==> src/sv/ord_pkg.sv <==
// Package: constants, config register indexes and shared types for the obstacle report decider.
package ord_pkg;

  localparam int unsigned DistW   = 16;
  localparam int unsigned StrW    = 16;
  localparam int unsigned ThrW    = 11;
  localparam int unsigned CountW  = 8;
  localparam int unsigned CfgIdxW = 1;
  localparam int unsigned CfgDataW = 11;

  localparam logic [StrW-1:0]   StrengthLow  = 16'd20;
  localparam logic [StrW-1:0]   StrengthHigh = 16'd2000;
  localparam logic [DistW-1:0]  FarDist      = 16'd1200;
  localparam logic [DistW-1:0]  Band800      = 16'd800;
  localparam logic [DistW-1:0]  Band500      = 16'd500;
  localparam logic [DistW-1:0]  Band100      = 16'd100;
  localparam logic [CountW-1:0] CountTop     = 8'd255;

  localparam logic [ThrW-1:0]   NearThrReset = 11'd500;
  localparam logic [CountW-1:0] BurstReset   = 8'd3;

  typedef enum logic [CfgIdxW-1:0] {
    CfgNearThr    = 1'b0,
    CfgBurstLimit = 1'b1
  } cfg_idx_e;

  typedef struct packed {
    logic [DistW-1:0] distance;
    logic [StrW-1:0]  strength;
  } reading_t;

endpackage

==> src/sv/ord_if.sv <==
// Interfaces: reading request channel and report result channel.
interface ord_in_if;
  import ord_pkg::*;
  logic             valid;
  logic             ready;
  logic [DistW-1:0] distance;
  logic [StrW-1:0]  strength;

  modport source (output valid, distance, strength, input ready);
  modport sink (input valid, distance, strength, output ready);
endinterface

interface ord_out_if;
  logic valid;
  logic ready;
  logic send_report;
  logic obstacle_flag;
  logic reading_accepted;

  modport source (output valid, send_report, obstacle_flag, reading_accepted, input ready);
  modport sink (input valid, send_report, obstacle_flag, reading_accepted, output ready);
endinterface

==> src/sv/ord_report_rule.sv <==
// Report rule: burst limit and distance-banded count modulo checks.
module ord_report_rule import ord_pkg::*; (
  input  logic [DistW-1:0]  distance_i,
  input  logic [CountW-1:0] count_i,
  input  logic [CountW-1:0] burst_limit_i,
  output logic              due_o
);

  logic [15:0] p3, p5;
  logic [6:0]  q3;
  logic [5:0]  q5;
  logic [4:0]  q10;
  logic        m3, m5, m10;
  logic        band_far, band_mid, band_near, band_close;

  // reciprocal multiply, exact for 8-bit counts
  assign p3  = 16'(count_i) * 16'd171;
  assign p5  = 16'(count_i) * 16'd205;
  assign q3  = p3[15:9];
  assign q5  = p5[15:10];
  assign q10 = p5[15:11];

  assign m3  = (8'(q3) * 8'd3) == count_i;
  assign m5  = (8'(q5) * 8'd5) == count_i;
  assign m10 = (8'(q10) * 8'd10) == count_i;

  assign band_far   = (distance_i > Band800) && (distance_i < FarDist);
  assign band_mid   = (distance_i > Band500) && (distance_i <= Band800);
  assign band_near  = (distance_i > Band100) && (distance_i < Band500);
  assign band_close = (distance_i <= Band100);

  assign due_o = (count_i < burst_limit_i) || (band_far && m10) || (band_mid && m5) ||
                 (band_near && m3) || band_close;

endmodule

==> src/sv/obstacle_report_decider.sv <==
// Top level: obstacle report decider with input register and result register.
// Data path: an accepted reading waits in the input register and moves into the
//   result register when that register is empty or its result is being taken.
// Throughput: one reading per cycle unless res_o.ready holds the result back.
// Reset: async active low; history, fill, counter, flag and valids clear,
//   near_threshold returns to 500 and burst_limit to 3.
module obstacle_report_decider import ord_pkg::*; (
  input  logic                clk_i,
  input  logic                rst_ni,
  input  logic                cfg_we_i,
  input  logic [CfgIdxW-1:0]  cfg_idx_i,
  input  logic [CfgDataW-1:0] cfg_wdata_i,
  ord_in_if.sink              req_i,
  ord_out_if.source           res_o
);

  logic [ThrW-1:0]   near_thr_q;
  logic [CountW-1:0] burst_limit_q;

  logic              s1_valid_q;
  reading_t          s1_q;

  logic [DistW-1:0]  r0_q, r1_q, r0_d, r1_d;
  logic [1:0]        fill_q, fill_d;
  logic [CountW-1:0] count_q, count_d, count_inc, count_step;
  logic              held_q, held_d;

  logic              out_valid_q;
  logic              send_q, flag_q, acc_q;

  logic              adv;
  logic              accepted, declining, near, fire, due, send;

  // config
  always_ff @(posedge clk_i or negedge rst_ni) begin
    if (!rst_ni) begin
      near_thr_q    <= NearThrReset;
      burst_limit_q <= BurstReset;
    end else if (cfg_we_i) begin
      case (cfg_idx_e'(cfg_idx_i))
        CfgNearThr:    near_thr_q    <= cfg_wdata_i[ThrW-1:0];
        CfgBurstLimit: burst_limit_q <= cfg_wdata_i[CountW-1:0];
        default: ;
      endcase
    end
  end

  assign adv         = s1_valid_q && (!out_valid_q || res_o.ready);
  assign req_i.ready = !s1_valid_q || adv;

  // input register
  always_ff @(posedge clk_i or negedge rst_ni) begin
    if (!rst_ni) begin
      s1_valid_q <= 1'b0;
    end else if (req_i.ready) begin
      s1_valid_q <= req_i.valid;
    end
  end

  always_ff @(posedge clk_i) begin
    if (req_i.valid && req_i.ready) begin
      s1_q.distance <= req_i.distance;
      s1_q.strength <= req_i.strength;
    end
  end

  ord_report_rule u_rule (
    .distance_i    (s1_q.distance),
    .count_i       (count_q),
    .burst_limit_i (burst_limit_q),
    .due_o         (due)
  );

  assign accepted   = (s1_q.strength >= StrengthLow) && (s1_q.strength <= StrengthHigh);
  assign declining  = fill_q[1] && (s1_q.distance < r0_q) && (r0_q < r1_q);
  assign near       = s1_q.distance < FarDist;
  assign fire       = near && (s1_q.distance < DistW'(near_thr_q)) && declining;
  assign send       = accepted && fire && due;
  assign count_inc  = count_q + 8'd1;
  assign count_step = (count_inc == CountTop) ? burst_limit_q : count_inc;

  always_comb begin
    r0_d    = r0_q;
    r1_d    = r1_q;
    fill_d  = fill_q;
    count_d = count_q;
    held_d  = held_q;
    if (accepted) begin
      r1_d = r0_q;
      r0_d = s1_q.distance;
      if (!fill_q[1]) begin
        fill_d = fill_q + 2'd1;
      end
      if (near) begin
        if (fire) begin
          held_d  = 1'b1;
          count_d = count_step;
        end
      end else begin
        held_d  = 1'b0;
        count_d = '0;
      end
    end
  end

  always_ff @(posedge clk_i or negedge rst_ni) begin
    if (!rst_ni) begin
      r0_q    <= '0;
      r1_q    <= '0;
      fill_q  <= '0;
      count_q <= '0;
      held_q  <= 1'b0;
    end else if (adv) begin
      r0_q    <= r0_d;
      r1_q    <= r1_d;
      fill_q  <= fill_d;
      count_q <= count_d;
      held_q  <= held_d;
    end
  end

  // result register
  always_ff @(posedge clk_i or negedge rst_ni) begin
    if (!rst_ni) begin
      out_valid_q <= 1'b0;
    end else if (adv) begin
      out_valid_q <= 1'b1;
    end else if (res_o.ready) begin
      out_valid_q <= 1'b0;
    end
  end

  always_ff @(posedge clk_i) begin
    if (adv) begin
      send_q <= send;
      flag_q <= held_d;
      acc_q  <= accepted;
    end
  end

  assign res_o.valid            = out_valid_q;
  assign res_o.send_report      = send_q;
  assign res_o.obstacle_flag    = flag_q;
  assign res_o.reading_accepted = acc_q;

endmodule

==> src/flat_wrapper.sv <==
// flat-port wrapper written by rule: the top's interface ports become plain ports
module obstacle_report_decider_flat import ord_pkg::*;
  (clk_i, rst_ni, cfg_we_i, cfg_idx_i, cfg_wdata_i, req_i_valid, req_i_distance, req_i_strength, req_i_ready, res_o_valid, res_o_send_report, res_o_obstacle_flag, res_o_reading_accepted, res_o_ready);
  ord_in_if req_i_i ();
  ord_out_if res_o_i ();
  input  logic clk_i;
  input  logic rst_ni;
  input  logic cfg_we_i;
  input  logic [CfgIdxW-1:0] cfg_idx_i;
  input  logic [CfgDataW-1:0] cfg_wdata_i;
  input wire logic [$bits(req_i_i.valid)-1:0] req_i_valid;
  input wire logic [$bits(req_i_i.distance)-1:0] req_i_distance;
  input wire logic [$bits(req_i_i.strength)-1:0] req_i_strength;
  output wire logic [$bits(req_i_i.ready)-1:0] req_i_ready;
  output wire logic [$bits(res_o_i.valid)-1:0] res_o_valid;
  output wire logic [$bits(res_o_i.send_report)-1:0] res_o_send_report;
  output wire logic [$bits(res_o_i.obstacle_flag)-1:0] res_o_obstacle_flag;
  output wire logic [$bits(res_o_i.reading_accepted)-1:0] res_o_reading_accepted;
  input wire logic [$bits(res_o_i.ready)-1:0] res_o_ready;
  assign req_i_i.valid = req_i_valid;
  assign req_i_i.distance = req_i_distance;
  assign req_i_i.strength = req_i_strength;
  assign req_i_ready = req_i_i.ready;
  assign res_o_valid = res_o_i.valid;
  assign res_o_send_report = res_o_i.send_report;
  assign res_o_obstacle_flag = res_o_i.obstacle_flag;
  assign res_o_reading_accepted = res_o_i.reading_accepted;
  assign res_o_i.ready = res_o_ready;
  obstacle_report_decider u_core (.clk_i(clk_i), .rst_ni(rst_ni), .cfg_we_i(cfg_we_i), .cfg_idx_i(cfg_idx_i), .cfg_wdata_i(cfg_wdata_i), .req_i(req_i_i), .res_o(res_o_i));
endmodule
==> config.mk <==
export PLATFORM = sky130hd
export DESIGN_NAME = obstacle_report_decider_flat
export DESIGN_NICKNAME = d
export VERILOG_FILES = /design/src/sv/ord_pkg.sv /design/src/sv/ord_if.sv /design/src/sv/ord_report_rule.sv /design/src/sv/obstacle_report_decider.sv /design/src/flat_wrapper.sv
export SDC_FILE = /design/constraint.sdc
export NUM_CORES = 1
export LEC_CHECK = 0
export BUFFER_PORTS_ARGS = -buffer_cell sky130_fd_sc_hd__buf_2
export CAP_MARGIN = 20
export CORE_MARGIN = 5
export CORE_UTILIZATION = 30
export CTS_CLUSTER_DIAMETER = 40
export DETAILED_ROUTE_END_ITERATION = 8
export GPL_ROUTABILITY_DRIVEN = 0
export SLEW_MARGIN = 20
export SYNTH_ARGS = -nofsm -noshare
export SYNTH_HDL_FRONTEND = slang
export SYNTH_SLANG_ARGS = --single-unit
==> constraint.sdc <==
create_clock -name clk_i -period 10.25 [get_ports clk_i]
set_clock_uncertainty 0.1 [all_clocks]
set_input_delay 1.5375 -clock clk_i [delete_from_list [all_inputs] [get_ports clk_i]]
set_output_delay 1.5375 -clock clk_i [all_outputs]
set_load 0.03 [all_outputs]
==> results of run 1 <==
## cell type report
class / instances / area [sq um] / area share [%]
clock buffers: 9 / 225 / 2.57
diodes: 2 / 5.00 / 0.0570
well taps: 335 / 419 / 4.78
repair buffers: 57 / 295 / 3.36
flip-flops and latches: 99 / 2660 / 30.3
clock inverters: 7 / 67.6 / 0.770
multi-input cells: 549 / 4730 / 53.9
inverters: 99 / 372 / 4.23
## critical path, cell delays in order, from the launching register on
cell	delay, ps
dfrtp_1	730
ha_1	390
fa_1	520
fa_1	440
fa_1	490
ha_1	340
a21o_1	190
a21o_1	170
a41o_1	240
a21o_1	210
a21oi_1	220
xnor2_1	190
ha_1	310
a21o_1	170
a21o_1	210
a2111oi_2	410
nor4_1	110
or4_1	470
a211oi_1	350
o41ai_1	140
o41ai_1	90
## synthesized netlist by cell type (5+ instances only)
| library cell | n | share of area, % |
|---|---|---|
| o2111ai_1 | 6 | 0.67 |
| clkbuf_1 | 13 | 0.62 |
| nor4_1 | 7 | 0.56 |
| nand2b_1 | 8 | 0.64 |
| ha_1 | 139 | 22 |
| o21ai_0 | 52 | 3.3 |
| nor2_1 | 19 | 0.91 |
| o22ai_1 | 6 | 0.48 |
| a21oi_1 | 23 | 1.5 |
| nor3_1 | 7 | 0.45 |
| dfrtp_1 | 56 | 18 |
| xnor2_1 | 31 | 3.5 |
| dfstp_2 | 8 | 2.7 |
| inv_1 | 97 | 4.7 |
| fa_1 | 24 | 6.1 |
| xor2_1 | 22 | 2.5 |
| nand2_1 | 63 | 3.0 |
| mux2_2 | 9 | 1.3 |
| nand4_1 | 13 | 1.0 |
| edfxtp_1 | 35 | 13 |
| a21o_1 | 31 | 3.0 |
| nand3_1 | 10 | 0.64 |
| o21bai_1 | 5 | 0.48 |
## state kept, by name, summed over array words and instances, names as in the netlist
name / cells
u_core.res_o.obstacle_flag: 1
u_core.burst_limit_q: 8
u_core.s1_valid_q: 1
u_core.res_o.reading_accepted: 1
u_core.fill_q: 2
u_core.held_q: 1
u_core.near_thr_q: 11
u_core.res_o.valid: 1
u_core.count_q: 8
u_core.s1_q: 32
u_core.r1_q: 16
u_core.res_o.send_report: 1
u_core.r0_q: 16
## logic make-up (layout without fill, tap and decap cells)
kind of cell | Yosys count | in the layout | synth area share [%]
AO/OA/AOI/OAI | 164 | 164 | 13.9
buffers and inverters | 114 | 172 | 5.49
XOR/XNOR | 55 | 55 | 6.51
AND/OR/NAND/NOR | 157 | 157 | 10.2
other | 0 | 2 | 0
adder cells (fa/ha/maj) | 163 | 163 | 28.4
flip-flops | 99 | 99 | 34.0
multiplexers | 10 | 10 | 1.42
## through the flow
step	hold WS, ps	cells	util (%)
floorplan	342	762	-
global placement	354	1139	32.8
detailed placement	363	1139	32.8
CTS	376	1155	33.9
global route	400	1155	34.0
finish	379	1157	34.0
## worst max path at each step
stage,from,endpoint,slack [ps]
floorplan,u_core.count_q[1],u_core.res_o.send_report,4230
global placement,u_core.count_q[0],u_core.res_o.send_report,3700
detailed placement,u_core.count_q[3],u_core.res_o.send_report,3620
CTS,u_core.count_q[3],u_core.res_o.send_report,3580
global route,u_core.count_q[0],u_core.res_o.send_report,3140
finish,u_core.count_q[3],u_core.res_o.send_report,3580
## placed cells by master (no fill, tap or decap), types with 9 or more instances in the layout
cell type / count
mux2_2: 9
inv_1: 97
o21ai_0: 52
clkbuf_16: 9
buf_2: 53
nand3_1: 10
dfrtp_1: 56
edfxtp_1: 35
a21o_1: 31
xnor2_1: 31
a21oi_1: 23
nand4_1: 13
nor2_1: 19
nand2_1: 62
fa_1: 24
xor2_1: 22
ha_1: 139
## per-layer routing
metal,share of wire (%),vias to the layer above,GRT usage [%]
li1,-,2821,-
met1,48,2651,15.9
met2,45,104,19.6
met3,4.4,25,1.79
met4,2.3,2,3.89
met5,0.042,-,0
==> results_dict.tcl, run 1 <==
set metrics [dict create \
    htree_levels 3 \
    drive_above_1_share_pct 11.7 \
    clk_pin_slew_worst_paths_ps 70 \
    hp-start "u_core.fill_q[0]" \
    hpwl_mm 13.3 \
    min_path_type "reg -> reg" \
    vias_per_cell 4.84 \
    cts_tree "yes" \
    fin_tns_setup_ps 0 \
    fillCellCount 2628 \
    pre_cts_slack_ps 3620 \
    grt_max_degree 65 \
    fmax_mhz 150 \
    synth_edf_count 35 \
    required_ps 10300 \
    gr-total-overflow 0 \
    reg2reg_from "u_core.count_q[3]" \
    clockBufferDepth 2 \
    first_global_vias 5744 \
    ctsHoldBuffers 0 \
    route.vias.total 5603 \
    fin_crit_sh_pct 65.0 \
    tightest_slew_ps 916 \
    synthesis.yosys.warnings 0 \
    synth-seq-cells 99 \
    routed_wl_mm 16.6 \
    syn_avg_cell_area_sq_um 10.3 \
    wl_per_cell_microns 14.3 \
    cts_root_buf "clkbuf_16" \
    rr_endpoint "u_core.res_o.send_report" \
    crit_fanout 13 \
    cts_buffers 9 \
    min_to "u_core.fill_q[0]" \
    grt_use_total_pct 11.8 \
    die_area_sq_um 29400 \
    core_area_sq_um 25800 \
    ctsResizeCount 0 \
    antenna_found_initial 2 \
    hold_viol 0 \
    ff2ff_path_depth 20 \
    slew_violations 0 \
    syn-cell-area_sq_um 7820 \
    ys.flop_type "dfrtp_1" \
    row_count 59 \
    drt_first_pass_iters 4 \
    synth_fp_nets 974 \
    final_nets 1027 \
    synth_cell_types 63 \
    clk_latency_ps 340 \
    crit_type "reg -> reg" \
    synth_cells 762 \
    maxCapViolCount 0 \
    hold_depth 1 \
    rsz0062_at_grt "no" \
    finalSetupViolCount 0 \
    rrSetupSlack_ps 3580 \
    fin_area_sq_um 8780 \
    seq_area_frac_synth_pct 34.0 \
    finalWorstSetupSlack_ps 3580 \
    die_w_microns 171 \
    cp-start-kind "flop" \
    place_area_sq_um 8480 \
    drt-initial-drc-count 225 \
    die_y_microns 171 \
    ios 54 \
    cp-end-kind "flop" \
    ant_nets 0 \
    status "finished, final reports clean" \
    post-route-drc-count 0 \
    cts_setup_buffers 0 \
    relSlewSlack_pct 38.6 \
    post-route-min-period_ps 6670 \
    synthToLayoutAreaGrowth_pct 12.2 \
    clock-sinks 99 \
    grt_pass1_wl_mm 28.3 \
    start_util_pct 30.3 \
    arrival_ps 6720 \
    synthArstFlopShare_pct 64.6 \
    port_buffers 53 \
]
Power of run 1 is left out: the tool's default activity adds up to more than one toggle a clock period on the data nets, which glitch-free logic cannot reach.
==> run 2: changes to the inputs <==
- ABC_AREA: not set -> 1
- clock period: 10.25 -> 6.9 ns (I/O delays scaled with it)
==> results_dict.tcl, run 2 <==
set metrics [dict create \
    grt.busiest_layer "met2" \
    clk_latency_ps 350 \
    rsz0062_at_grt "no" \
    hold_viol 0 \
    yosysTopAreaCell "ha_1" \
    synthToLayoutAreaGrowth_pct 11.5 \
    fillCellCount 2866 \
    instances_no_fill 1461 \
    multi_input_area_sq_um 5040 \
    tightest_slew_ps 839 \
    hold_ws_ps 373 \
    synth_fa_ha_area_share_pct 26.1 \
    first_global_vias 6492 \
    drt_first_pass_iters 5 \
    htree_levels 3 \
    crit_slowest_cell "dfrtp_1" \
    cts_setup_buffers 0 \
    p_sw_share_pct 31.5 \
    cts_tree "yes" \
    clock_power_share_pct 28.7 \
    routed_wl_mm 18.2 \
    ios 54 \
    use_met2_pct 19.4 \
    switchingPower_uw 538 \
    post-route-util_pct 34.1 \
    clockBufferDepth 2 \
    grt_use_total_pct 12.0 \
    min_path_type "reg -> reg" \
    ant_nets 0 \
    synth_area_leaders "ha_1 20%, dfrtp_1 16%, edfxtp_1 12%" \
    synthArstFlopShare_pct 64.6 \
    p_int_mw 1.17 \
    start_util_pct 30.5 \
    synth_cell_types 49 \
    synth_compound_area_share_pct 8.79 \
    mostFrequentLayoutCell "nand2_1" \
    cts_root_buf "clkbuf_16" \
    mostFrequentLayoutCells "240 x nand2_1, 164 x inv_1, 139 x ha_1" \
    synth_fp_nets 1236 \
    layout.area.seq_sq_um 2660 \
    cts_buffers 9 \
    arrival_ps 6050 \
    crit_type "reg -> reg" \
    synthSimpleGateAreaFrac_pct 21.1 \
    synth_most_common_cell "nand2_1" \
    synth.area.mux_share_pct 0 \
    post-route-drc-count 0 \
    post-route-min-period_ps 6050 \
    port_buffers 53 \
    seq_area_frac_synth_pct 31.3 \
    vdd_drop_max_uv 154 \
    grtUsageMet3_pct 1.70 \
    grtUsageMet1_pct 16.7 \
    largest_register_ffs 32 \
    drt-initial-drc-count 292 \
    clk_pin_slew_worst_paths_ps 70 \
    synth_edf_count 35 \
    relSlewSlack_pct 44.1 \
    dpl.cell_count 1444 \
    clock-sinks 99 \
    synth_top_family_by_area "adder cells" \
    die_w_microns 178 \
    top_register "u_core.s1_q" \
    grt_max_degree 67 \
    yosys-top-cells-count "240 x nand2_1, 165 x inv_1, 139 x ha_1, 67 x nand3_1, 56 x dfrtp_1" \
    fin_crit_sh_pct 87.7 \
    required_ps 6900 \
    synth_xor_xnor_area_share_pct 3.19 \
    cp-end-kind "flop" \
    cp-start-kind "flop" \
    vias_per_cell 4.52 \
    gr-total-overflow 0 \
    ctsResizeCount 0 \
    row_count 61 \
    grt_pass1_wl_mm 31.0 \
    drive_above_1_share_pct 11.2 \
    synth_top_area_share_pct 20.4 \
    route.vias.total 6604 \
    cellPowerDensity_nw_per_um2 180 \
    combinationalPowerShare_pct 25.4 \
    finalSetupViolCount 0 \
    wl_per_cell_microns 12.5 \
    synthesis.yosys.warnings 0 \
    fmax_mhz 165 \
    status "finished, final reports clean" \
    ys.flop_type "dfrtp_1" \
    die_y_microns 178 \
    antenna_found_initial 0 \
    ctsHoldBuffers 0 \
    synth_cells 1024 \
    slew_violations 0 \
    path_common_cell "nand2_1" \
    syn_avg_cell_area_sq_um 8.31 \
    p_leak_nw 5.20 \
    critPathMaxStageDelay_ps 670 \
    synth-seq-cells 99 \
    core_area_sq_um 27900 \
    die_area_sq_um 31800 \
    syn-cell-area_sq_um 8510 \
    hpwl_mm 14.6 \
    antenna_cells 0 \
    final_nets 1290 \
    top_regs "u_core.s1_q x32, u_core.r0_q x16, u_core.r1_q x16" \
    crit_fanout 13 \
    pwr-share-seq_pct 45.9 \
    fin_tns_setup_ps 0 \
    maxCapViolCount 0 \
]
[run 2: cell count changes after synthesis, sizes merged, moves of 9 or more]
cell,previous run,this run
mux2,9,0
a21o,31,1
xnor2,31,10
nand2,63,249
nor2,19,57
a21oi,23,45
inv,98,174
buf,2,13
nand3,10,69
[run 2: final timing paths]
check	startpoint	endpoint	slack (ps)	depth (start not counted)
worst max-delay path	u_core.count_q[0]	u_core.res_o.send_report	850	37
worst max register to register	u_core.count_q[0]	u_core.res_o.send_report	850	37
max in group asynchronous	rst_ni	u_core.count_q[0]	5380	2
worst min register to register	u_core.fill_q[0]	u_core.fill_q[0]	370	1
worst min-delay path	u_core.fill_q[0]	u_core.fill_q[0]	370	1
min in group asynchronous	rst_ni	u_core.r0_q[15]	760	2
[run 2: power groups by stage]
stage | clock network, mW | registers, mW | logic (mW)
floorplan | 0 | 0.783 | 0.326
global placement | 0 | 0.795 | 0.424
detailed placement | 0 | 0.798 | 0.434
CTS | 0.502 | 0.786 | 0.438
global route | 0.524 | 0.799 | 0.515
finish | 0.490 | 0.784 | 0.434
[run 2: logic make-up (layout without fill, tap and decap cells)]
kind of cell / Yosys count / in the layout
compound gates: 129 / 129
xor+xnor: 31 / 31
fa+ha+maj: 163 / 163
buf+inv: 194 / 253
flops: 99 / 99
simple gates: 408 / 408
[run 2: cell type report]
cell class                      count  area share (%)
Clock buffer                       12            2.72
Tap cell                          378            4.99
Inverter                          176            7.11
Timing Repair Buffer               61            3.64
Clock inverter                      4           0.343
Multi-Input combinational cell    731            53.1
Sequential cell                    99            28.1
[run 2: routing by layer]
| metal | vias up | share of wire [%] | routed length [microns] |
|---|---|---|---|
| met5 | - | 0 | 0 |
| met2 | 121 | 44 | 8050 |
| met4 | 0 | 1.6 | 289 |
| met3 | 19 | 4.3 | 782 |
| met1 | 3003 | 50 | 9070 |
| li1 | 3461 | - | - |
[run 2: critical path: cells and delay by family, from the launching register on]
kind | cells | cell delay [ps]
adder cells (fa/ha/maj) | 7 | 2510
flip-flops | 1 | 670
AND/OR/NAND/NOR | 20 | 1610
AO/OA/AOI/OAI | 1 | 130
buffers and inverters | 8 | 640
XOR/XNOR | 1 | 150
[run 2: metrics by stage]
stage / setup WS [ps] / cell area (sq um) / total power, mW
after floorplan: 1380 / 8510 / 1.11
after global placement: 979 / 9170 / 1.22
after detailed placement: 883 / 9170 / 1.23
after CTS: 865 / 9460 / 1.73
after global routing: 361 / 9490 / 1.84
final: 851 / 9490 / 1.71
(Power assumes the default switching activity.)
